--- src/design/rsfw_pkg.sv ---
// Shared types and constants for the record stream frame window block.
package rsfw_pkg;

	localparam int unsigned CFG_IDX_W = 2;
	localparam int unsigned REG_W = 31;

	localparam logic [CFG_IDX_W-1:0] REG_FIRST_FRAME = 2'd0;
	localparam logic [CFG_IDX_W-1:0] REG_FRAME_LIMIT = 2'd1;

	localparam logic [3:0] HDR_BYTES = 4'd12;
	localparam logic [3:0] LEN_BYTE0 = 4'd8;
	localparam logic [3:0] LEN_BYTE1 = 4'd9;
	localparam logic [3:0] LEN_BYTE2 = 4'd10;
	localparam logic [3:0] LEN_BYTE3 = 4'd11;

	localparam logic [31:0] COUNT_MAX = 32'hFFFF_FFFF;

	localparam int unsigned QUEUE_DEPTH = 4;
	localparam int unsigned QUEUE_PTR_W = $clog2(QUEUE_DEPTH);

	// One classified byte on its way from front to back.
	typedef struct packed {
		logic [7:0] data;
		logic       hdr;
		logic       done;
	} rsfw_item_t;

endpackage

--- src/design/record_stream_frame_window.sv ---
// Top level of the record stream frame window block.
//
// Takes one byte per cycle, while in_stall is low, from a stream of records,
// each a 12-byte header (payload length little-endian in bytes 8 to 11)
// followed by its payload, and returns one result per byte: the byte itself,
// its frame index, header and frame-end flags, the saturating count of
// completed frames, and keep, set when the frame index lies in the window of
// frame_limit frames starting at first_frame (limit 0 keeps all frames from
// first_frame on). Sustained rate is one item per cycle while neither side
// stalls; each item's result passes the front deframer, a four-entry queue
// and the back result register before it is on the outputs. Write
// first_frame and frame_limit only while the block is idle.
module record_stream_frame_window
	import rsfw_pkg::*;
(
	input  logic                 clk,
	input  logic                 arst_n,
	input  logic                 cfg_we,
	input  logic [CFG_IDX_W-1:0] cfg_index,
	input  logic [REG_W-1:0]     cfg_data,
	input  logic                 in_valid,
	output logic                 in_stall,
	input  logic [7:0]           data_byte,
	output logic                 out_valid,
	input  logic                 out_stall,
	output logic [7:0]           data_out,
	output logic                 keep,
	output logic                 header_byte,
	output logic                 frame_end,
	output logic [31:0]          frame_index,
	output logic [31:0]          frames_complete
);

	logic [REG_W-1:0] first_frame_q;
	logic [REG_W-1:0] frame_limit_q;
	logic             take;
	logic             q_full;
	logic             q_empty;
	logic             q_pop;
	rsfw_item_t       front_item;
	rsfw_item_t       q_item;

	// Hold configuration registers; ignore unknown indexes.
	always_ff @(posedge clk or negedge arst_n) begin
		if (!arst_n) begin
			first_frame_q <= '0;
			frame_limit_q <= '0;
		end else if (cfg_we) begin
			unique case (cfg_index)
				REG_FIRST_FRAME: first_frame_q <= cfg_data;
				REG_FRAME_LIMIT: frame_limit_q <= cfg_data;
				default: ;
			endcase
		end
	end

	// Accept an item whenever the queue has room.
	assign in_stall = q_full;
	assign take     = in_valid && !q_full;

	rsfw_front u_front (
		.clk       (clk),
		.arst_n    (arst_n),
		.take      (take),
		.data_byte (data_byte),
		.item      (front_item)
	);

	rsfw_queue u_queue (
		.clk       (clk),
		.arst_n    (arst_n),
		.push      (take),
		.push_item (front_item),
		.pop       (q_pop),
		.pop_item  (q_item),
		.full      (q_full),
		.empty     (q_empty)
	);

	rsfw_back u_back (
		.clk             (clk),
		.arst_n          (arst_n),
		.first_frame     (first_frame_q),
		.frame_limit     (frame_limit_q),
		.q_empty         (q_empty),
		.q_item          (q_item),
		.q_pop           (q_pop),
		.out_valid       (out_valid),
		.out_stall       (out_stall),
		.data_out        (data_out),
		.keep            (keep),
		.header_byte     (header_byte),
		.frame_end       (frame_end),
		.frame_index     (frame_index),
		.frames_complete (frames_complete)
	);

endmodule

--- src/design/rsfw_front.sv ---
// Front part: accepts stream bytes and tracks header and payload position.
module rsfw_front
	import rsfw_pkg::*;
(
	input  logic       clk,
	input  logic       arst_n,
	input  logic       take,
	input  logic [7:0] data_byte,
	output rsfw_item_t item
);

	logic [3:0]  hpos_q;
	logic [31:0] len_q;
	logic [31:0] left_q;

	logic [3:0]  hpos_d;
	logic [31:0] len_d;
	logic [31:0] left_d;
	logic        hdr;
	logic        done;
	logic [31:0] dec;

	// Classify the byte and work out the next deframing state.
	always_comb begin
		hpos_d = hpos_q;
		len_d  = len_q;
		left_d = left_q;
		hdr    = 1'b0;
		done   = 1'b0;
		dec    = (left_q != 32'd0) ? left_q - 32'd1 : 32'd0;
		if (hpos_q < HDR_BYTES) begin
			hdr = 1'b1;
			unique case (hpos_q)
				LEN_BYTE0: len_d = {24'd0, data_byte};
				LEN_BYTE1: len_d = len_q | {16'd0, data_byte, 8'd0};
				LEN_BYTE2: len_d = len_q | {8'd0, data_byte, 16'd0};
				LEN_BYTE3: len_d = len_q | {data_byte, 24'd0};
				default:   len_d = len_q;
			endcase
			hpos_d = hpos_q + 4'd1;
			if (hpos_d == HDR_BYTES) begin
				left_d = len_d;
				done   = (len_d == 32'd0);
			end
		end else begin
			left_d = dec;
			done   = (dec == 32'd0);
		end
		if (done) begin
			hpos_d = 4'd0;
			left_d = 32'd0;
		end
	end

	// Advance the state on every accepted item.
	always_ff @(posedge clk or negedge arst_n) begin
		if (!arst_n) begin
			hpos_q <= 4'd0;
			len_q  <= 32'd0;
			left_q <= 32'd0;
		end else if (take) begin
			hpos_q <= hpos_d;
			len_q  <= len_d;
			left_q <= left_d;
		end
	end

	assign item.data = data_byte;
	assign item.hdr  = hdr;
	assign item.done = done;

endmodule

--- src/design/rsfw_queue.sv ---
// Short queue of classified items between front and back.
module rsfw_queue
	import rsfw_pkg::*;
(
	input  logic       clk,
	input  logic       arst_n,
	input  logic       push,
	input  rsfw_item_t push_item,
	input  logic       pop,
	output rsfw_item_t pop_item,
	output logic       full,
	output logic       empty
);

	rsfw_item_t                 entry_q [QUEUE_DEPTH];
	logic [QUEUE_PTR_W-1:0]     wr_ptr_q;
	logic [QUEUE_PTR_W-1:0]     rd_ptr_q;
	logic [QUEUE_PTR_W:0]       count_q;

	assign full     = (count_q == (QUEUE_PTR_W+1)'(QUEUE_DEPTH));
	assign empty    = (count_q == '0);
	assign pop_item = entry_q[rd_ptr_q];

	// Store pushed items.
	always_ff @(posedge clk) begin
		if (push) begin
			entry_q[wr_ptr_q] <= push_item;
		end
	end

	// Advance pointers and occupancy.
	always_ff @(posedge clk or negedge arst_n) begin
		if (!arst_n) begin
			wr_ptr_q <= '0;
			rd_ptr_q <= '0;
			count_q  <= '0;
		end else begin
			if (push) begin
				wr_ptr_q <= wr_ptr_q + QUEUE_PTR_W'(1);
			end
			if (pop) begin
				rd_ptr_q <= rd_ptr_q + QUEUE_PTR_W'(1);
			end
			if (push && !pop) begin
				count_q <= count_q + (QUEUE_PTR_W+1)'(1);
			end else if (pop && !push) begin
				count_q <= count_q - (QUEUE_PTR_W+1)'(1);
			end
		end
	end

endmodule

--- src/design/rsfw_back.sv ---
// Back part: counts frames, applies the window and holds the result register.
module rsfw_back
	import rsfw_pkg::*;
(
	input  logic             clk,
	input  logic             arst_n,
	input  logic [REG_W-1:0] first_frame,
	input  logic [REG_W-1:0] frame_limit,
	input  logic             q_empty,
	input  rsfw_item_t       q_item,
	output logic             q_pop,
	output logic             out_valid,
	input  logic             out_stall,
	output logic [7:0]       data_out,
	output logic             keep,
	output logic             header_byte,
	output logic             frame_end,
	output logic [31:0]      frame_index,
	output logic [31:0]      frames_complete
);

	logic [31:0] cnt_q;
	logic        valid_q;
	logic [7:0]  data_s1;
	logic        keep_s1;
	logic        hdr_s1;
	logic        end_s1;
	logic [31:0] idx_s1;
	logic [31:0] done_cnt_s1;

	logic [31:0] cnt_d;
	logic [31:0] offset;
	logic        in_win;

	// Pop when the result register is free or being taken.
	assign q_pop = !q_empty && (!valid_q || !out_stall);

	// Count completed frames, saturating.
	assign cnt_d = (q_item.done && cnt_q != COUNT_MAX) ? cnt_q + 32'd1 : cnt_q;

	// Test the frame index against the window.
	always_comb begin
		offset = cnt_q - {1'b0, first_frame};
		in_win = 1'b0;
		if (cnt_q >= {1'b0, first_frame}) begin
			in_win = (frame_limit == '0) || (offset < {1'b0, frame_limit});
		end
	end

	// Hold the counter and the valid flag.
	always_ff @(posedge clk or negedge arst_n) begin
		if (!arst_n) begin
			cnt_q   <= 32'd0;
			valid_q <= 1'b0;
		end else begin
			if (q_pop) begin
				cnt_q   <= cnt_d;
				valid_q <= 1'b1;
			end else if (!out_stall) begin
				valid_q <= 1'b0;
			end
		end
	end

	// Load the result payload on pop.
	always_ff @(posedge clk) begin
		if (q_pop) begin
			data_s1     <= q_item.data;
			keep_s1     <= in_win;
			hdr_s1      <= q_item.hdr;
			end_s1      <= q_item.done;
			idx_s1      <= cnt_q;
			done_cnt_s1 <= cnt_d;
		end
	end

	assign out_valid       = valid_q;
	assign data_out        = data_s1;
	assign keep            = keep_s1;
	assign header_byte     = hdr_s1;
	assign frame_end       = end_s1;
	assign frame_index     = idx_s1;
	assign frames_complete = done_cnt_s1;

endmodule

--- config.mk ---
export PLATFORM = sky130hd
export DESIGN_NAME = record_stream_frame_window
export DESIGN_NICKNAME = d
export VERILOG_FILES = /design/src/design/rsfw_pkg.sv /design/src/design/record_stream_frame_window.sv /design/src/design/rsfw_front.sv /design/src/design/rsfw_queue.sv /design/src/design/rsfw_back.sv
export SDC_FILE = /design/constraint.sdc
export NUM_CORES = 1
export LEC_CHECK = 0
export ABC_AREA = 1
export BUFFER_PORTS_ARGS = -buffer_cell sky130_fd_sc_hd__buf_4
export CORE_MARGIN = 1
export CORE_UTILIZATION = 60
export CTS_CLUSTER_DIAMETER = 100
export DETAILED_ROUTE_END_ITERATION = 8
export GPL_ROUTABILITY_DRIVEN = 0
export HOLD_SLACK_MARGIN = 0.15
export PLACE_DENSITY = 0.77
export SYNTH_ARGS = -nofsm -noshare
export SYNTH_HDL_FRONTEND = slang
export SYNTH_SLANG_ARGS = --single-unit
--- constraint.sdc ---
create_clock -name clk -period 5.3 [get_ports clk]
set_input_delay 1.06 -clock clk [delete_from_list [all_inputs] [get_ports clk]]
set_output_delay 1.06 -clock clk [all_outputs]
set_load 0.01 [all_outputs]
Word level (Yosys, flattened, before mapping). Memories as Yosys holds them, arrays and structs flattened. Cells that the tools add are included.

Logic and storage cells: 85. Memories kept: 1. Memory bits (writable): 40. Bits of input ports: 46. Bits in registers: 245.

Add/subtract/negate cells: 8. Equal/unequal tests: 10. Multiplexer cells: 18. Order comparisons: 3. Bitwise operators: 3. Reduce and logical (&&, ||, !) cells: 26.

Memory list: u_queue.entry_q (words 4, width 10, rd ports 1, clocked after memory_dff 0, write ports 1, line rsfw_queue.sv:15) `rsfw_item_t entry_q [QUEUE_DEPTH];`.

Operators by type and width (count): 32-bit two-way mux (6); 32-bit case mux with 4 select lines (1); 32-bit zero test (2); 32-bit by 1-bit adder with 32-bit output, second input constant (1); 32-bit by 31-bit >= comparator with 1-bit output (1); 32-bit by 31-bit less-than comparator with 1-bit output (1); 32-bit != test, second input constant (1); 32-bit by 16-bit bitwise OR with 32-bit output (1); 32-bit by 24-bit bitwise OR with 32-bit output (1); 32-bit bitwise OR (1); 32-bit nonzero test (1); 32-bit by 1-bit subtractor with 32-bit output, second input constant (1); 32-bit by 31-bit subtractor with 32-bit output (1); 31-bit zero test (1); 4-bit == test, second input constant (5); 2-bit AND reduction (5); 4-bit two-way mux (2); 1-bit two-way mux (7); 1-bit zero test (6); 3-bit two-way mux (2); 1-bit logical AND (5); 2-bit by 1-bit adder with 2-bit output, second input constant (2); 4-bit by 1-bit adder with 4-bit output, second input constant (1); 4-bit less-than comparator, second input constant (1); 10 further kinds (12).

Logic depth before layout (Yosys ltp). Gate-level depths: netlist of run 1.

Depth after elaboration: 8. Gate-level depth with buffers: 24. Mapped depth without buffers: 24.

Modules after synthesis. Synthesis of run 1 repeated with hierarchy kept, for this count alone.

Cell total of the unflattened synthesis: 2116. Area, all modules: 16836.1 um2.

Modules (own cells, without submodules): rsfw_back (times used 1, seq. area each 3078.0 um2, cells an instance 952, area an instance 7582.3 um2); rsfw_front (times used 1, seq. area each 1701.6 um2, cells an instance 722, area an instance 4710.8 um2); record_stream_frame_window (times used 1, seq. area each 1551.5 um2, cells an instance 277, area an instance 2519.9 um2); rsfw_queue (times used 1, seq. area each 1376.3 um2, cells an instance 165, area an instance 2023.2 um2).

Worst setup path after synthesis of run 1. OpenSTA, ideal clock, no wires.

Path kind: in2reg. Start point: input port out_stall. End point: register u_back.data_s1[0], in the netlist u_back.data_out[0], enable pin. Data required time: 4.831 ns. Stages: 5. Slack: 0.987 ns. Data arrival time: 3.845 ns. Buffers on the path: 2. Setup time: 0.469 ns. Path through: nand2_1 o31ai_1 inv_1 clkbuf_1 clkbuf_1.

Cells in the longest elaborated chain, start to end: 3.

RTL lines: start, declared (line record_stream_frame_window.sv:25) `input logic out_stall,`; 1-bit zero test (line rsfw_back.sv:36) `assign q_pop = !q_empty && (!valid_q || !out_stall);`; 1-bit logical OR (line rsfw_back.sv:36); 1-bit logical AND (line rsfw_back.sv:36); via q_pop (line record_stream_frame_window.sv:39) `logic q_pop;`; end signal, assigned (line rsfw_back.sv:68) `data_s1 <= q_item.data;`; end, declared (line rsfw_back.sv:24) `logic [7:0] data_s1;`.

The timed path passes the listed nets, and every way through them passes these cells. A chain may end at the register's enable or synchronous reset.

Final worst setup path of run 1.
Start point: register u_back.cnt_q[2]. End point: register u_back.keep_s1, in the netlist u_back.keep (data pin).

Cells in the longest elaborated chain, start to end: 3. Elaborated cells between the ends (all ways): 4.

RTL lines: start, declared (line rsfw_back.sv:22) `logic [31:0] cnt_q;`; start signal, assigned (line rsfw_back.sv:57) `cnt_q <= cnt_d;`; 32-bit by 31-bit subtractor with 32-bit output (line rsfw_back.sv:43) `offset = cnt_q - {1'b0, first_frame};`; 32-bit by 31-bit less-than comparator with 1-bit output (line rsfw_back.sv:46) `in_win = (frame_limit == '0) || (offset < {1'b0, frame_limit});`; 1-bit logical OR (line rsfw_back.sv:46); end signal, assigned (line rsfw_back.sv:69) `keep_s1 <= in_win;`; end, declared (line rsfw_back.sv:25) `logic keep_s1;`.

Several ways; a longest one is shown, not always the timed one.

==> results of run 1 <==
[cells in the mapped netlist, types with 7 or more instances]
master    instances  area share (%)
nand2_1         523              12
ha_1             72             5.6
edfxtp_1        115              21
nand4_1          28             1.1
nor2_2           13            0.50
xnor2_1          14            0.76
nand3_1          78             2.4
o21bai_1         11            0.51
nor4_1           15            0.58
clkbuf_1         41            0.95
o21ai_1          12            0.37
nor3_1           21            0.65
o211ai_1         12            0.56
o21ai_2           7            0.38
nand2_2           7            0.27
nor2_1          186             4.3
o22ai_1          15            0.58
o21ai_0         215             6.7
inv_1           253             5.9
xor2_1           55             3.0
dfrtp_1         170              26
a21oi_1          69             2.1
[final timing paths]
path | cells past startpoint | endpoint | start
worst max-delay path | 22 | u_back.keep | u_back.cnt_q[2]
worst min-delay path | 2 | first_frame_q[9] | first_frame_q[9]
worst max register to register | 22 | u_back.keep | u_back.cnt_q[2]
worst min register to register | 2 | first_frame_q[9] | first_frame_q[9]
max in group asynchronous | 2 | u_back.cnt_q[18] | arst_n
min in group asynchronous | 1 | first_frame_q[20] | arst_n
[cells by family after synthesis]
logic type / after synthesis / synth area share (%)
adders and majority gates: 74 / 5.83
AOI/OAI and AO/OA: 367 / 12.4
muxes: 1 / 0.0698
and+or+nand+nor: 883 / 22.7
DFF: 285 / 47.8
xor gates and xnor gates: 69 / 3.75
buffers and inverters: 309 / 7.37
[power groups by stage]
stage,registers (mW),clock network (mW),logic (mW)
after floorplan,3.67,0,3.35
after global placement,3.71,0,4.72
after detailed placement,3.73,0,4.86
after CTS,3.70,2.42,4.91
after global routing,3.78,2.50,5.58
final,3.71,2.40,4.97
[metal layers]
metal | vias to the layer above | track usage (%) | part of all wire (%)
li1 | 6766 | - | -
met1 | 6534 | 39.9 | 40
met2 | 635 | 54.8 | 49
met3 | 133 | 3.84 | 7.0
met4 | 0 | 13.0 | 4.5
met5 | - | 0 | 0
[area by class of cell]
| cell class | instances | area share, % |
|---|---|---|
| flip-flops and latches | 285 | 41.8 |
| repair buffers | 131 | 5.35 |
| multi-input cells | 1394 | 39.2 |
| clock buffers | 33 | 4.18 |
| inverters | 258 | 5.26 |
| clock inverters | 23 | 1.98 |
| well taps | 335 | 2.27 |
[registers in the layout, summed over array words and instances (netlist names)]
register / cells
u_queue.entry_q: 40
u_back.cnt_q: 32
u_back.frame_index: 32
u_back.frames_complete: 32
u_front.left_q: 32
u_front.len_q: 32
first_frame_q: 31
frame_limit_q: 31
u_back.data_out: 8
u_front.hpos_q: 4
u_queue.count_q: 3
u_queue.rd_ptr_q: 2
u_queue.wr_ptr_q: 2
u_back.frame_end: 1
u_back.header_byte: 1
u_back.keep: 1
u_back.out_valid: 1
[critical path: stages, from the launching register on]
cell and delay [ps]:
dfrtp_1 470, ha_1 390, nand2_1 70, inv_1 80
nand2_1 50, nand2_1 110, nand2_1 60, nand2_1 150
a21oi_1 130, o21ai_1 280, a21boi_0 210, o21ai_1 240
nand2_1 100, nand3_1 80, nand2_1 60, ha_1 280
a21oi_1 150, nor2_1 60, a211oi_1 180, o211ai_1 110
nor2_1 110, nand2_1 50, a21oi_1 110
==> flow_metrics.tcl, run 1 <==
set metrics [dict create \
    status "finished, violations left" \
    violations "design-rule violations" \
    die_y_microns 166 \
    drive_gt1_share_pct 10.6 \
    maxClockFrequency_mhz 272 \
    synth_edf_count 115 \
    maxCapViolCount 0 \
    drc 13 \
    cellLeakagePower_nw 8.71 \
    setup_tns_ps 0 \
    combinationalPowerShare_pct 44.9 \
    cts_max_level 1 \
    dr.pass1.iters 9 \
    area_delta_synth_final_pct 14.5 \
    place_inst 2403 \
    async_flop_share_pct 59.6 \
    ys_seq_area_share_pct 47.8 \
    nets 2220 \
    antenna_left 0 \
    groute.usage.overall_pct 31.5 \
    hold_class "reg -> reg" \
    overflow 0 \
    antenna_found_initial 0 \
    rows 59 \
    internal_power_mw 6.39 \
    n_fill_cell 2089 \
    post-cts-setup-buffers 0 \
    synth_ff_type "dfrtp_1" \
    numCtsBuffers 30 \
    worst-r2r-setup-slack_ps 1630 \
    swShare_pct 42.4 \
    seq_power_share_pct 33.5 \
    ys_types 49 \
    final_cell_mix "nand2_1 (522), inv_1 (252), o21ai_0 (215)" \
    total_power_mw 11.1 \
    stdcell_count 2459 \
    start_kind "register" \
    clock_sinks 285 \
    root_buffer "clkbuf_16" \
    power_per_cell_area_mw_per_mm2 601 \
    cts_buffer_depth 3 \
    die_x_microns 166 \
    utilization_pct 70.4 \
    relSlewSlack_pct 19.3 \
    p_sw_mw 4.70 \
    preCtsSetupSlack_ps 1680 \
    diodes 0 \
    max_slew.worst_pin.slew_ps 1200 \
    skew_ps 15.6 \
    coreArea_sq_mm 0.0262 \
    cts_tree "done" \
    syn_avg_cell_area_sq_um 8.11 \
    slew_violations 0 \
    worst-path-max-fanout 7 \
    design_area_sq_mm 0.0185 \
    wl_microns 42900 \
    finalSetupViolCount 0 \
    dp_hpwl_microns 31200 \
    arrival_ps 4090 \
    synth_warnings 0 \
    final_common_cell "nand2_1" \
    hold-worst-slack_ps 486 \
    grt_start_max_net_pins 93 \
    clockPowerShare_pct 21.7 \
    hold_violations 0 \
    cp.required_ps 5720 \
    synth_seq_cells 285 \
    period_needed_ps 3670 \
    start_util_pct 61.5 \
    cts_hold_buf 0 \
    multiInputGateArea_sq_mm 0.00724 \
    critical_path_class "reg -> reg" \
    viasPerCell 5.72 \
    rsz0062_at_grt "no" \
    vias 14100 \
    finalWorstSetupSlack_ps 1630 \
    period_share_pct 69.3 \
    syn-instance-count 1988 \
    wl_per_cell_microns 17.4 \
    io_buffers 122 \
    register_area_sq_mm 0.00771 \
    clk_pin_slew_ps 60 \
    syn_area_sq_mm 0.0161 \
    worstSkewPairLatency_ps 570 \
    peakVddDrop_uv 403 \
    end_kind "register" \
    syn-num-nets 2108 \
    fp.dieArea_sq_mm 0.0275 \
    io_pins 123 \
    post_dp_cell_area_sq_mm 0.0173 \
    grt_pass1_vias 13500 \
    post_cts_resized 0 \
    grt_pass1_wl_microns 69600 \
    drt_iter0_drc 1380 \
]
Power figures use the tool's default switching activity.
==> run 2, diff against run 1 <==
--- a/config.mk
+++ b/config.mk
@@ -8,12 +8,12 @@
 export ABC_AREA = 1
 export BUFFER_PORTS_ARGS = -buffer_cell sky130_fd_sc_hd__buf_4
 export CORE_MARGIN = 1
-export CORE_UTILIZATION = 60
+export CORE_UTILIZATION = 55
 export CTS_CLUSTER_DIAMETER = 100
 export DETAILED_ROUTE_END_ITERATION = 8
 export GPL_ROUTABILITY_DRIVEN = 0
 export HOLD_SLACK_MARGIN = 0.15
-export PLACE_DENSITY = 0.77
+export PLACE_DENSITY = 0.74
 export SYNTH_ARGS = -nofsm -noshare
 export SYNTH_HDL_FRONTEND = slang
 export SYNTH_SLANG_ARGS = --single-unit
==> constraint.sdc (replaced) <==
create_clock -name clk -period 3.05 [get_ports clk]
set_input_delay 0.61 -clock clk [delete_from_list [all_inputs] [get_ports clk]]
set_output_delay 0.61 -clock clk [all_outputs]
set_load 0.01 [all_outputs]
==> run 2 against run 1 <==
The flow finishes with violations (negative setup slack). Via count up 2.3%. Utilization down 2.7 points. Sequential power up 70%. First-iteration DRC count down 4.3%. Sequential share of layout area down 2.2 points. Clock power up 70%. Wire length up 2.1%. Non-clock buffer count up 89. Clock skew down 5.3 ps. Critical path type unchanged. Largest cell class unchanged.
==> flow_metrics.tcl, run 2 (synthesis gave the netlist of run 1 again) <==
set metrics [dict create \
    io_buffers 122 \
    finalWorstSetupSlack_ps -142 \
    worst-path-max-fanout 3 \
    vias 14400 \
    hold_violations 0 \
    path_cells "inv_2 > ha_4 > nand2_1 > inv_1 > nand2_1 > nand2_2 > nand2_2 > nand2_2 > a21oi_2 > o21ai_2 > a21boi_2 > buf_4 > o21ai_4 > xor2_1 > ha_1 > a21oi_2 > a21oi_2 > a211oi_2 > nor2_1 > nor2_1 > nand2_1 > a21oi_2" \
    combinationalPowerShare_pct 48.9 \
    rows 62 \
    grt_util_met3_pct 3.05 \
    p_sw_mw 8.53 \
    grt_start_max_net_pins 101 \
    io_pins 123 \
    violations "negative setup slack" \
    grt_use_met1_pct 35.6 \
    finalSetupViolCount 1 \
    numCtsBuffers 30 \
    clock_sinks 285 \
    wl_per_cell_microns 16.9 \
    fp.dieArea_sq_mm 0.0300 \
    drt_iter0_drc 1321 \
    area_delta_synth_final_pct 20.8 \
    largest-register "u_queue.entry_q" \
    slew_violations 0 \
    diodes 0 \
    clockPowerShare_pct 20.1 \
    critical_path_class "reg -> reg" \
    worstSkewPairLatency_ps 570 \
    final_cell_mix "nand2_1 (513), inv_1 (250), buf_4 (215)" \
    period_share_pct 105 \
    relSlewSlack_pct 21.9 \
    clk_pin_slew_ps 70 \
    seq_power_share_pct 31.1 \
    skew_ps 10.3 \
    drc 0 \
    cts_buffer_depth 3 \
    status "finished, violations left" \
    antenna_found_initial 0 \
    rsz0062_at_grt "yes" \
    nets 2309 \
    max_slew.worst_pin.slew_ps 1160 \
    start_util_pct 56.0 \
    setup_tns_ps -142 \
    internal_power_mw 11.8 \
    top_usage_layer "met2" \
    cp_num_buf_inv 3 \
    coreArea_sq_mm 0.0288 \
    grt_pass1_vias 13600 \
    slowest_delay_ps 380 \
    period_needed_ps 3190 \
    maxCapViolCount 0 \
    die_y_microns 173 \
    dp_hpwl_microns 32300 \
    peakVddDrop_uv 651 \
    use_met2_pct 50.0 \
    groute.usage.overall_pct 28.7 \
    viasPerCell 5.54 \
    cp.required_ps 3480 \
    slowest_stage "dfrtp_1" \
    hold_class "in -> reg" \
    cts_tree "done" \
    critPathMostFrequentCell "a21oi_2" \
    maxClockFrequency_mhz 313 \
    dr.pass1.iters 5 \
    start_kind "register" \
    wl_microns 43800 \
    grt_pass1_wl_microns 68900 \
    swShare_pct 42.0 \
    largest_reg_flops 40 \
    arrival_ps 3620 \
    drive_gt1_share_pct 16.1 \
    power_per_cell_area_mw_per_mm2 1040 \
    root_buffer "clkbuf_16" \
    cts_max_level 1 \
    cellLeakagePower_nw 9.18 \
    die_x_microns 173 \
    crit_family "compound AO/OA/AOI/OAI gates" \
    overflow 0 \
    antenna_left 0 \
    total_power_mw 20.3 \
    end_kind "register" \
    final_common_cell "nand2_1" \
]
-- run 2: cell count changes in the layout (fill, tap and decap cells not counted), sizes merged --
cell,delta
dlygate4sd3,+1
clkbuf,+4
buf,+88
bufinv,-2
clkinv,+1
inv,-2
clkinvlp,-1
-- run 2: power groups by stage --
| stage | logic (mW) | registers (mW) | clock network [mW] |
|---|---|---|---|
| 5_1_grt | 11.0 | 6.43 | 4.27 |
| 3_3_place_gp | 8.96 | 6.31 | 0 |
| 4_1_cts | 9.44 | 6.30 | 4.14 |
| 2_1_floorplan | 5.84 | 6.36 | 0 |
| 3_5_place_dp | 9.22 | 6.35 | 0 |
| 6_report | 9.93 | 6.32 | 4.08 |
-- run 2: metrics by stage --
stage	hold slack [ps]	instance area (sq um)	setup slack, ps	std cells	utilization [%]
after global placement	462	18100	-50.8	2533	62.7
after floorplan	314	16100	1.82	1988	-
after CTS	264	19300	-51.5	2593	67.0
final	285	19500	-142	2597	67.7
after detailed placement	468	18100	-128	2533	62.7
after global routing	267	19500	-323	2597	67.7
-- run 2: routing by layer --
| layer | share of wire [%] | vias to the layer above |
|---|---|---|
| met5 | 0 | - |
| li1 | - | 6945 |
| met3 | 5.7 | 127 |
| met4 | 5.5 | 0 |
| met2 | 49 | 564 |
| met1 | 40 | 6758 |
-- run 2: area by class of cell --
type / instances / area, sq um
clock buffer: 37 / 817
clock inverter: 19 / 304
fill: 2321 / 9300
inverter: 258 / 971
multi-input combinational: 1394 / 7510
sequential: 285 / 7710
tap: 384 / 480
timing repair buffer: 220 / 1700
-- run 2: timing repair --
| action | in CTS | in global routing |
|---|---|---|
| setup endpoints to repair | 1 | 6 |
| resized for setup | 21 | 32 |
| pin swaps | 16 | 25 |
| setup buffers | 3 | 4 |
| hold endpoints to repair | 22 | 0 |
| hold buffers | 1 | 0 |
-- run 2: worst paths after layout --
kind / slack (ps) / startpoint / depth (start not counted) / to
worst max register to register: -140 / first_frame_q[2] / 22 / u_back.keep
max in group asynchronous: 1690 / arst_n / 3 / u_back.cnt_q[0]
min in group asynchronous: 460 / arst_n / 2 / frame_limit_q[20]
worst min register to register: 480 / u_front.len_q[29] / 2 / u_front.len_q[29]
worst max-delay path: -140 / first_frame_q[2] / 22 / u_back.keep
worst min-delay path: 290 / data_byte[0] / 1 / u_queue.entry_q[1][2]
==> run 3, diff against run 2 <==
--- a/config.mk
+++ b/config.mk
@@ -7,13 +7,16 @@
 export LEC_CHECK = 0
 export ABC_AREA = 1
 export BUFFER_PORTS_ARGS = -buffer_cell sky130_fd_sc_hd__buf_4
+export CELL_PAD_IN_SITES_DETAIL_PLACEMENT = 1
+export CELL_PAD_IN_SITES_GLOBAL_PLACEMENT = 1
 export CORE_MARGIN = 1
-export CORE_UTILIZATION = 55
+export CORE_UTILIZATION = 41
 export CTS_CLUSTER_DIAMETER = 100
 export DETAILED_ROUTE_END_ITERATION = 8
 export GPL_ROUTABILITY_DRIVEN = 0
 export HOLD_SLACK_MARGIN = 0.15
-export PLACE_DENSITY = 0.74
+export PLACE_DENSITY = 0.73
 export SYNTH_ARGS = -nofsm -noshare
 export SYNTH_HDL_FRONTEND = slang
+export SYNTH_HIERARCHICAL = 1
 export SYNTH_SLANG_ARGS = --single-unit
==> run 3 against run 2 <==
The run still ends with negative setup slack left. Final area increased by 7.5%. Combinational power decreased by 8.2%. Wire length increased by 30%. Sequential power decreased by 3.2%. Utilization decreased by 15 points. Global-route usage decreased by 2.2 points. Clock power increased by 7.4%. Critical path depth decreased by 5. Worst setup slack got worse by 1.2 ps.
==> flow_metrics.tcl, run 3 <==
set metrics [dict create \
    status "finished, violations left" \
    violations "negative setup slack" \
    cellLeakagePower_nw 9.83 \
    fp.dieArea_sq_mm 0.0419 \
    drt_iter0_drc 692 \
    finalWorstSetupSlack_ps -143 \
    nets 2460 \
    hold_class "in -> reg" \
    syn-num-nets 2238 \
    grt_pass1_wl_microns 86500 \
    largest-register "u_queue/entry_q" \
    largest_reg_flops 40 \
    period_share_pct 105 \
    final_common_cell "nand2_1" \
    syn_area_sq_mm 0.0168 \
    coreArea_sq_mm 0.0401 \
    power_per_cell_area_mw_per_mm2 936 \
    antenna_left 0 \
    die_y_microns 205 \
    peakVddDrop_uv 475 \
    diodes 0 \
    wl_microns 57000 \
    maxCapViolCount 0 \
    grt_pass1_vias 16100 \
    cts_buffer_depth 3 \
    grt_start_max_net_pins 68 \
    rows 73 \
    cp_num_buf_inv 2 \
    synth_warnings 6 \
    drc 0 \
    start_util_pct 42.0 \
    critical_path_class "reg -> reg" \
    r2r_cells 17 \
    crit_family "compound AO/OA/AOI/OAI gates" \
    relSlewSlack_pct 52.1 \
    slowest_stage "dfrtp_1" \
    preCtsSetupSlack_ps -262 \
    end_kind "register" \
    synth_edf_count 115 \
    maxClockFrequency_mhz 313 \
    final_cell_mix "nand2_1 (611), buf_4 (254), inv_1 (226)" \
    synth_most_common_cell "nand2_1" \
    skew_ps 29.3 \
    synth.top_cell.area_share_pct 25.3 \
    cts_max_level 2 \
    synth_area_leader_cell "dfrtp_1" \
    worst-path-max-fanout 5 \
    syn_avg_cell_area_sq_um 7.96 \
    overflow 0 \
    viasPerCell 5.31 \
    worst-r2r-setup-slack_ps -140 \
    syn-instance-count 2116 \
    crit_path_start "u_back/cnt_q[3]" \
    r2r_end "u_back/keep" \
    area_delta_synth_final_pct 24.5 \
    utilization_pct 52.3 \
    register_area_sq_mm 0.00771 \
    place_inst 2808 \
    r2r-start "u_back/cnt_q[3]" \
    dp_hpwl_microns 40800 \
    antenna_found_initial 0 \
    ys_seq_area_share_pct 45.8 \
    die_x_microns 205 \
    yosys-top-cells-count "nand2_1 (637), inv_1 (243), nor2_1 (224), dfrtp_1 (170), o21ai_0 (137)" \
    cp.depth 17 \
    cts_tree "done" \
    synth_ff_type "dfrtp_1" \
    root_buffer "clkbuf_16" \
    hold_violations 0 \
    dr.pass1.iters 5 \
    start_kind "register" \
    slowest_delay_ps 430 \
    critPathMostFrequentCell "nand2_1" \
    n_fill_cell 4834 \
    cp.required_ps 3370 \
    finalSetupViolCount 1 \
    synth_area_leaders "dfrtp_1 (25%), edfxtp_1 (21%), nand2_1 (14%), ha_1 (5.5%), inv_1 (5.4%)" \
    period_needed_ps 3190 \
    rsz0062_at_grt "yes" \
    arrival_ps 3510 \
    total_power_mw 19.6 \
    numCtsBuffers 35 \
    ys_types 52 \
    cp-endpoint "u_back/keep" \
    path_cells "ha_4 > a21oi_4 > o21ai_1 > a21oi_1 > o21ai_1 > buf_4 > nand2_1 > o211ai_1 > xor2_1 > ha_1 > nand2_1 > inv_1 > nand3_2 > nor4_2 > nand2_1 > nand4_1 > a21oi_2" \
    wl_per_cell_microns 19.7 \
    clock_sinks 285 \
    io_pins 123 \
    max_slew.worst_pin.slew_ps 717 \
    multiInputGateArea_sq_mm 0.00842 \
    io_buffers 122 \
    slew_violations 0 \
    clk_pin_slew_ps 70 \
    async_flop_share_pct 59.6 \
    worstSkewPairLatency_ps 570 \
    stdcell_count 2890 \
    setup_tns_ps -143 \
    synth_seq_cells 285 \
    drive_gt1_share_pct 21.0 \
    groute.usage.overall_pct 26.5 \
    vias 15300 \
]
run 3: changes by cell type after synthesis, sizes merged, moves of 5 or more:
cell | previous run | this run
a21oi | 70 | 48
a31oi | 4 | 19
buf | 10 | 53
clkbuf | 41 | 23
inv | 257 | 250
nand2 | 530 | 645
nand3 | 78 | 103
nand4 | 30 | 57
nor2 | 202 | 234
nor4 | 15 | 7
o211ai | 12 | 22
o21ai | 234 | 165
o22ai | 15 | 4
xnor2 | 14 | 9
run 3: metrics by stage:
step	instance area (sq um)	hold WS, ps
CTS	20300	218
detailed placement	18900	459
global placement	18900	457
finish	21000	250
global route	21000	223
floorplan	16800	314
run 3: worst min-delay path by stage:
stage / startpoint / to / slack, ps / depth (start not counted)
after global routing: data_byte[5] / u_queue/entry_q[1][7] / 220 / 1
after global placement: first_frame_q[3] / first_frame_q[3] / 460 / 2
after floorplan: arst_n / first_frame_q[0] / 310 / 0
after detailed placement: frame_limit_q[24] / frame_limit_q[24] / 460 / 2
after CTS: data_byte[5] / u_queue/entry_q[0][7] / 220 / 1
final: data_byte[5] / u_queue/entry_q[0][7] / 250 / 1
run 3: area by class of cell:
type | count | area share, %
Multi-Input combinational cell | 1504 | 40.2
Tap cell | 525 | 3.14
Timing Repair Buffer | 261 | 9.60
Clock buffer | 47 | 4.63
Inverter | 251 | 4.52
Sequential cell | 285 | 36.8
Clock inverter | 17 | 1.13
run 3: metal layers:
layer  part of all wire (%)  up-vias  GRT usage [%]
met5                      0        -              0
met1                     41     7581           30.9
met3                    2.8      116           3.34
li1                       -     7352              -
met2                     52      298           48.6
met4                    4.3        0           10.9
run 3: cell families (layout without fill, tap and decap cells):
kind of cell             count (synthesis)  in the layout  share of synthesized area [%]
AO/OA/AOI/OAI                          288            288                           9.89
XOR/XNOR                                64             64                           3.37
adder cells (fa/ha/maj)                 76             76                           5.74
buffers and inverters                  327            576                           8.34
flip-flops                             285            285                           45.8
AND/OR/NAND/NOR                       1076           1076                           26.9
run 3: report_power, final:
group / internal, mW / total (mW) / switching [mW]
Clock: 2.61 / 4.38 / 1.77
Sequential: 5.30 / 6.12 / 0.816
Combinational: 3.46 / 9.12 / 5.66
Total: 11.4 / 19.6 / 8.25
run 3: repair_timing:
| item | in CTS | in global routing |
|---|---|---|
| resized for setup | 29 | 133 |
| hold endpoints to repair | 45 | 0 |
| pin swaps | 9 | 48 |
| hold buffers | 1 | 0 |
| endpoints found under the setup margin | 1 | 5 |
| setup buffers | 7 | 10 |
